--- src/design/jls_pkg.sv ---
// Package for the Jacobi solver: sizes, codes and shared types.
// No dependencies.
package jls_pkg;
  localparam int unsigned MaxSize = 16;
  localparam int unsigned IdxW = 4;
  localparam int unsigned ValW = 32;
  localparam int unsigned AccW = 72;
  localparam int unsigned QuoW = 56;

  typedef enum logic [1:0] {
    KIND_MAT   = 2'd0,
    KIND_RHS   = 2'd1,
    KIND_GUESS = 2'd2,
    KIND_START = 2'd3
  } kind_e;

  localparam logic [1:0] CFG_SIZE = 2'd0;
  localparam logic [1:0] CFG_TOL  = 2'd1;
  localparam logic [1:0] CFG_ITER = 2'd2;

  // divider handshake
  typedef struct packed {
    logic             go;
    logic [AccW-1:0]  num;
    logic [ValW-1:0]  den;
  } div_req_t;

  typedef struct packed {
    logic             done;
    logic [ValW-1:0]  quo;
  } div_rsp_t;
endpackage

--- src/design/jls_div.sv ---
// Sequential signed divider, one quotient bit per cycle, saturating.
// Depends on jls_pkg.
module jls_div (
  input  logic              clk_i,
  input  logic              rst_ni,
  input  jls_pkg::div_req_t req_i,
  output jls_pkg::div_rsp_t rsp_o
);
  localparam int unsigned CntW = $clog2(jls_pkg::AccW + 1);

  logic [jls_pkg::AccW-1:0] num_q, num_d;
  logic [jls_pkg::ValW:0]   rem_q, rem_d;
  logic [jls_pkg::ValW-1:0] den_q, den_d;
  logic [jls_pkg::QuoW-1:0] quo_q, quo_d;
  logic                     ovf_q, ovf_d, neg_q, neg_d, run_q, run_d, done_q, done_d;
  logic [CntW-1:0]          cnt_q, cnt_d;
  logic [jls_pkg::ValW:0]   trial;
  logic [jls_pkg::ValW-1:0] lim;
  logic [jls_pkg::QuoW-1:0] qmag;

  always_comb begin
    num_d = num_q; rem_d = rem_q; den_d = den_q; quo_d = quo_q; ovf_d = ovf_q;
    neg_d = neg_q; run_d = run_q; cnt_d = cnt_q; done_d = 1'b0;
    trial = {rem_q[jls_pkg::ValW-1:0], num_q[jls_pkg::AccW-1]};
    if (req_i.go) begin
      neg_d = req_i.num[jls_pkg::AccW-1] ^ req_i.den[jls_pkg::ValW-1];
      num_d = req_i.num[jls_pkg::AccW-1] ? -req_i.num : req_i.num;
      den_d = req_i.den[jls_pkg::ValW-1] ? -req_i.den : req_i.den;
      rem_d = '0; quo_d = '0; ovf_d = 1'b0;
      cnt_d = CntW'(jls_pkg::AccW); run_d = 1'b1;
    end else if (run_q) begin
      num_d = num_q << 1;
      if (trial >= {1'b0, den_q}) begin
        rem_d = trial - {1'b0, den_q};
        if (cnt_q > CntW'(jls_pkg::QuoW)) ovf_d = 1'b1;
        quo_d = {quo_q[jls_pkg::QuoW-2:0], 1'b1};
      end else begin
        rem_d = trial;
        quo_d = {quo_q[jls_pkg::QuoW-2:0], 1'b0};
      end
      cnt_d = cnt_q - CntW'(1);
      if (cnt_q == CntW'(1)) begin
        run_d = 1'b0; done_d = 1'b1;
      end
    end
  end

  // 32 fraction bits over 16 leaves a Q16.16 quotient as is
  assign qmag = quo_q;
  assign lim = {1'b0, {(jls_pkg::ValW-1){1'b1}}};
  always_comb begin
    if (ovf_q || (qmag > {{(jls_pkg::QuoW-jls_pkg::ValW){1'b0}}, lim})) begin
      rsp_o.quo = neg_q ? ~lim : lim;
    end else begin
      rsp_o.quo = neg_q ? -qmag[jls_pkg::ValW-1:0] : qmag[jls_pkg::ValW-1:0];
    end
    rsp_o.done = done_q;
  end

  always_ff @(posedge clk_i or negedge rst_ni) begin
    if (!rst_ni) begin
      run_q <= 1'b0; done_q <= 1'b0; cnt_q <= '0;
    end else begin
      run_q <= run_d; done_q <= done_d; cnt_q <= cnt_d;
    end
  end

  always_ff @(posedge clk_i) begin
    num_q <= num_d; rem_q <= rem_d; den_q <= den_d;
    quo_q <= quo_d; ovf_q <= ovf_d; neg_q <= neg_d;
  end
endmodule

--- config.mk ---
export PLATFORM = sky130hd
export DESIGN_NAME = jls_div
export DESIGN_NICKNAME = d
export VERILOG_FILES = /design/src/design/jls_pkg.sv /design/src/design/jls_div.sv
export SDC_FILE = /design/constraint.sdc
export NUM_CORES = 1
export LEC_CHECK = 0
export ABC_CLOCK_PERIOD_IN_PS = 4700
export BUFFER_PORTS_ARGS = -buffer_cell sky130_fd_sc_hd__buf_4
export CAP_MARGIN = 20
export CORE_MARGIN = 5
export CORE_UTILIZATION = 40
export DETAILED_ROUTE_END_ITERATION = 6
export HOLD_SLACK_MARGIN = 0.03
export PLACE_DENSITY = 0.67
export SYNTH_ARGS = -nofsm -noshare
export SYNTH_HDL_FRONTEND = slang
export SYNTH_SLANG_ARGS = --single-unit
--- constraint.sdc ---
create_clock -name clk_i -period 4.7 [get_ports clk_i]
set_input_delay 1.41 -clock clk_i [delete_from_list [all_inputs] [get_ports clk_i]]
set_output_delay 1.41 -clock clk_i [all_outputs]
set_load 0.05 [all_outputs]
==> impl_metrics.toml, run 1 <==
[hold_path]
worstHoldStart = "rem_q[1]"
hp-class = "reg -> reg"

[placed_design]
gp_congestion = 0.8583
place_area_mm2 = 0.01416
dpl.hpwl_um = 20990
pre_cts_ws_ns = 0.1085
port_buffers = 139

[routing]
firstDrtPassIters = 6
routed_wl_um = 29700
via_count = 10610
route.detailed.drc = 0
first_iter_violations = 716
vias_per_cell = 5.454
ant_nets = 0
wire_per_inst_um = 15.26

[logic_synthesis]
netlist.area_leader.share_pct = 24.66
synth.most_common_cell = "nor2_1"
netlist_instances = 1426
synth.area.mux_share_pct = 6.956
yosysSeqAreaShare_pct = 40.35
synth_compound_area_share_pct = 16.69
async_flop_share_pct = 4.433
synth_cell_types = 72
syn_area_mm2 = 0.01279
synth_xor_area_share_pct = 9.588
syn_avg_cell_area_um2 = 8.968
ys_warn_count = 0
synth_ff_type = "edfxtp_1"
yosys.area.top_type = "edfxtp_1"
synth_edf_count = 105
synth_top_family_by_area = "simple AND/OR/NAND/NOR gates"
syn-num-nets = 1571
yosys-top-cells-count = "nor2_1 (201), a21oi_1 (107), edfxtp_1 (105)"
synth-simple-area-share_pct = 18.25
synthAdderAreaFrac_pct = 3.777
yosys_register_bits = 203
yosys-top-cells-area = "edfxtp_1 (25%), dfxtp_1 (14%), mux2i_1 (6.3%)"

[power]
powerDensity_mw_per_mm2 = 472.4
peakVddDrop_uv = 298.9
p_leak_nw = 6.457

[global_route]
grt_antenna_before_repair = 1
first_global_vias = 10070
grt_pass1_wl_um = 49840
grt_usage_pct = 16.15
overflow = 0
grt_max_degree = 131

[critical_path]
crit_path_end_kind = "primary output"
crit_path_start_kind = "flip-flop"
path_class = "reg -> out"
cp_max_fo = 6
required_ns = 3.29
crit_start = "qmag[0]"
worstPathArrival_ns = 3.12
r2r-start = "den_q[19]"

[timing]
rsz0062_at_grt = "yes"
hold_slack_ns = 0.4918
max_freq_mhz = 220.9
tightest_slew_ns = 0.9204
finalCriticalPeriod_ns = 4.527
setup_ws_ns = 0.1733
setup_tns_ns = 0
hold_viol = 0
finalClockSkew_ns = 0.02224
maxSlewViolCount = 0
maxSlewHeadroom_pct = 38.64
period_share_pct = 96.31
setup_viol = 0

[clock_network]
clock_sinks = 203
cts-root-buf = "clkbuf_16"
clk_path_buf_depth = 3
hold_buffers = 0
htree_levels = 1
cts_tree = "built"
clk_latency_ns = 0.54
clk_pin_slew_ns = 0.06
cts_buffers = 25

[die]
rows = 65
die-area_mm2 = 0.03565
fp.dieH_um = 188.8
design.core.area_mm2 = 0.03156
start_util_pct = 40.53
num_io_pins = 140
die-width_um = 188.8

[final_layout]
area_growth_pct = 18.79
fillers = 3002
layout.nets = 1669
final_area_mm2 = 0.01519
layout-drive-gt1-share_pct = 16.27

[status]
status = "finished, final reports clean"

[run]
drv_cap = 0
[area by class of cell]
class	instances	area, um2	share of cell area, %
multi-input cells	1077	7141	47.00
well taps	402	503.0	3.311
diodes	1	2.502	0.01647
repair buffers	157	1214	7.989
clock buffers	33	814.5	5.362
inverters	60	225.2	1.482
clock inverters	13	128.9	0.8483
flip-flops and latches	203	5164	33.99
[final timing paths]
| path | to | slack [ns] | cells past startpoint |
|---|---|---|---|
| min in group asynchronous | cnt_q[1] | 0.68 | 1 |
| worst max register to register | rem_q[8] | 1.29 | 11 |
| worst max-delay path | rsp_o[30] | 0.17 | 11 |
| worst min-delay path | rem_q[1] | 0.49 | 2 |
| max in group asynchronous | run_q | 3.86 | 1 |
| worst min register to register | rem_q[1] | 0.49 | 2 |
[power breakdown]
group	leakage [nW]	switching [mW]	total [mW]	internal, mW
combinational	4.10	1.78	2.84	1.07
clock	0.465	0.810	2.11	1.30
sequential	1.89	0.127	2.23	2.10
total	6.46	2.71	7.18	4.46
[critical path, cell delays in order (launching register included)]
cell and delay (ns):
dfxtp_1 0.36, inv_1 0.10, ha_1 0.19, nand3b_1 0.13
or3_4 0.40, nor3b_4 0.22, nand2_1 0.13, or3_4 0.38
o31ai_1 0.22, nand2_1 0.07, o311ai_0 0.12, buf_4 0.27
[per-stage QoR]
| stage | cells | util [%] | power [mW] |
|---|---|---|---|
| 3_3_place_gp | 1897 | 44.89 | 4.998 |
| 5_1_grt | 1946 | 48.14 | 7.603 |
| 2_1_floorplan | 1426 | - | 4.296 |
| 6_report | 1946 | 48.14 | 7.177 |
| 4_1_cts | 1944 | 47.95 | 7.188 |
| 3_5_place_dp | 1897 | 44.89 | 5.037 |
[cells in the final DEF, fill, tap and decap left out, drive strengths merged, types with 4 or more instances in the layout]
cell,count
or3,30
o21a,5
inv,65
a211oi,32
clkbuf,34
o21ai,69
xor2,86
o31ai,34
nand2,103
nor2b,10
nand3b,7
buf,156
o41ai,19
o22ai,4
nor4,18
or2,7
mux2i,81
edfxtp,105
nand4,12
o211ai,4
o21bai,6
clkinv,6
ha,37
a31oi,5
xnor2,54
or4,19
dfxtp,89
a21oi,107
nand2b,15
nor3b,6
o311ai,12
dfrtp,9
nor3,25
mux2,7
nor2,201
a21o,12
nand3,21
[timing repair]
action | in CTS | in global routing
hold endpoints to repair | 0 | 0
pin swaps | 0 | 0
setup endpoints to repair | 4 | 14
buffers inserted | 1 | 1
resized for setup | 3 | 14
[routing by layer]
layer  GRT usage (%)  vias to the layer above  share of wire [%]
met2           25.40                      311                 45
li1                -                     5345                  -
met1           23.43                     4926                 47
met4           3.503                        0                1.5
met3           2.779                       31                6.4
met5               0                        -                  0
[state kept, by name, summed over array words and instances, names as in the netlist]
register / count
cnt_q: 7
qmag: 56
rem_q: 32
done_q: 1
den_q: 32
run_q: 1
ovf_q: 1
num_q: 72
neg_q: 1
[logic make-up (layout without fill, tap and decap cells)]
family          Yosys count  in the layout
compound gates          327            327
xor+xnor                140            140
fa+ha+maj                38             38
buf+inv                 146            263
flops                   203            203
mux                      88             88
other cells               0              1
simple gates            484            484
Power figures use the tool's default switching activity.
==> run 2, diff against run 1 <==
--- a/config.mk
+++ b/config.mk
@@ -5,6 +5,7 @@
 export SDC_FILE = /design/constraint.sdc
 export NUM_CORES = 1
 export LEC_CHECK = 0
+export ABC_AREA = 1
 export ABC_CLOCK_PERIOD_IN_PS = 4700
 export BUFFER_PORTS_ARGS = -buffer_cell sky130_fd_sc_hd__buf_4
 export CAP_MARGIN = 20
==> run 2 against run 1 <==
Synthesized area increased by 15%. Register-to-register slack improved by 0.83 ns. Combinational power decreased by 62%. Critical path depth decreased by 1. Worst hold slack got worse by 0.029 ns. Sequential share of layout area decreased by 3.7 points. Synthesized cell count increased by 56%. Sequential power decreased by 8%. Critical path type unchanged. Critical endpoint is now rsp_o[19]. Largest power group is now sequential cells.
==> impl_metrics.toml, run 2 <==
[power]
p_clk_share_pct = 38.8
seqPwrFrac_pct = 40.3
power_mw = 5.103
switching_share_pct = 30.09
peakVddDrop_uv = 258.1
comb_power_share_pct = 21.0
p_leak_nw = 8.330
p_sw_mw = 1.535
powerDensity_mw_per_mm2 = 299.5
p_int_mw = 3.567

[timing]
finalCriticalPeriod_ns = 4.046
rsz0062_at_grt = "no"
hold_slack_ns = 0.4629
hold_viol = 0
maxSlewHeadroom_pct = 44.12
setup_viol = 0
setup_tns_ns = 0
maxSlewViolCount = 0
finalClockSkew_ns = 0.02240
period_share_pct = 86.09
max_freq_mhz = 247.1
tightest_slew_ns = 0.8382

[routing]
route.detailed.drc = 0
via_count = 14390
routed_wl_um = 44320
wire_per_inst_um = 15.68
vias_per_cell = 5.091
first_iter_violations = 923
firstDrtPassIters = 6
ant_nets = 0

[critical_path]
r2r-start = "den_q[8]"
r2r-end = "rem_q[27]"
worstRegToRegCells = 14
crit_path_end_kind = "primary output"
cp-endpoint = "rsp_o[19]"
ff2ff_setup_slack_ns = 2.12
path_class = "reg -> out"
required_ns = 3.29
crit_path_start_kind = "flip-flop"
worstPathArrival_ns = 2.64
crit_start = "qmag[42]"
cp_max_fo = 23

[logic_synthesis]
async_flop_share_pct = 4.433
syn-num-nets = 2367
syn_avg_cell_area_um2 = 6.624
synth.most_common_cell = "nand2_1"
ys_warn_count = 0
yosys-top-cells-count = "nand2_1 (719), inv_1 (327), nor2_1 (262)"
netlist.area_leader.share_pct = 21.42
synth_ff_type = "edfxtp_1"
yosys_register_bits = 203
yosys-top-cells-area = "edfxtp_1 (21%), nand2_1 (18%), dfxtp_1 (12%)"
yosysSeqAreaShare_pct = 35.06
synth_cell_types = 51
netlist_instances = 2222
synth_edf_count = 105
yosys.area.top_type = "edfxtp_1"
syn_area_mm2 = 0.01472

[die]
fp.dieH_um = 201.8
rows = 70
design.core.area_mm2 = 0.03643
die-area_mm2 = 0.04073
num_io_pins = 140
die-width_um = 201.8
start_util_pct = 40.39

[global_route]
first_global_vias = 13960
grt_antenna_before_repair = 2
grt_pass1_wl_um = 71190
overflow = 0
grt_usage_pct = 21.03
grt_max_degree = 83

[clock_network]
cts_resized = 0
post-cts-setup-buffers = 0
clk_latency_ns = 0.53
clk_pin_slew_ns = 0.06
clock_sinks = 203
cts_buffers = 25
cts-root-buf = "clkbuf_16"
cts_tree = "built"
clk_path_buf_depth = 3
htree_levels = 1
hold_buffers = 0

[final_layout]
layout.nets = 2484
area_growth_pct = 15.75
layout_commonest_cell = "nand2_1"
layout-drive-gt1-share_pct = 10.35
final_cell_mix = "nand2_1 (719), inv_1 (325), nor2_1 (260)"
fin_util_pct = 46.76
top_register = "num_q"
largest_reg_flops = 72

[placed_design]
port_buffers = 139
dpl.hpwl_um = 34550
gp_congestion = 1.004

[hold_path]
min_path_cells = 2
hp-class = "reg -> reg"

[status]
status = "finished, final reports clean"

[run]
drv_cap = 0
run 2: logic make-up (layout without fill, tap and decap cells):
family,Yosys count,in the layout,synth area share [%]
simple gates,1277,1277,36.97
buf+inv,394,529,10.36
compound gates,209,209,8.314
other cells,0,2,0
flops,203,203,35.06
xor+xnor,101,101,6.010
fa+ha+maj,38,38,3.281
run 2: worst min path at each step:
stage	slack (ns)	to	start
CTS	0.46	ovf_q	ovf_q
global route	0.49	rem_q[7]	rem_q[7]
global placement	0.45	qmag[55]	qmag[55]
finish	0.46	ovf_q	ovf_q
floorplan	0.43	qmag[55]	qmag[55]
detailed placement	0.45	ovf_q	ovf_q
run 2: cell type report:
cell class	count	area [um2]
clock buffers	37	737.0
well taps	468	585.6
clock inverters	8	112.6
flip-flops and latches	203	5160
multi-input cells	1625	8043
diodes	2	5.005
repair buffers	153	1149
fillers	3799	19400
inverters	331	1245
run 2: critical path, cell delays in order (launching register included):
cell	delay, ns
dfxtp_1	0.31
inv_1	0.07
nand4_1	0.10
nor3_1	0.06
nand2_1	0.06
buf_4	0.24
clkinv_1	0.49
a21oi_1	0.33
xor2_1	0.20
inv_1	0.06
buf_4	0.19
run 2: through the flow:
stage / std cells / cell area [um2] / worst slack, ns
2_1_floorplan: 2222 / 14720 / 0.3071
3_3_place_gp: 2780 / 16180 / 1.178
3_5_place_dp: 2780 / 16180 / 1.192
4_1_cts: 2825 / 17030 / 0.6274
5_1_grt: 2827 / 17040 / 0.3886
6_report: 2827 / 17040 / 0.6536
run 2: routing by layer:
metal,up-vias,wire (um),track usage (%)
met5,-,0,0
met4,0,1359,6.104
met2,423,20640,35.71
met3,89,2582,3.064
li1,7332,-,-
met1,6548,19740,27.98
run 2: power by group through the flow:
stage                     Combinational [mW]  Sequential [mW]  Clock, mW
after floorplan                        0.721             2.07          0
after global placement                  1.06             2.09          0
after detailed placement                1.06             2.09          0
after CTS                               1.07             2.05       2.03
after global routing                    1.18             2.07       2.11
final                                   1.07             2.05       1.98
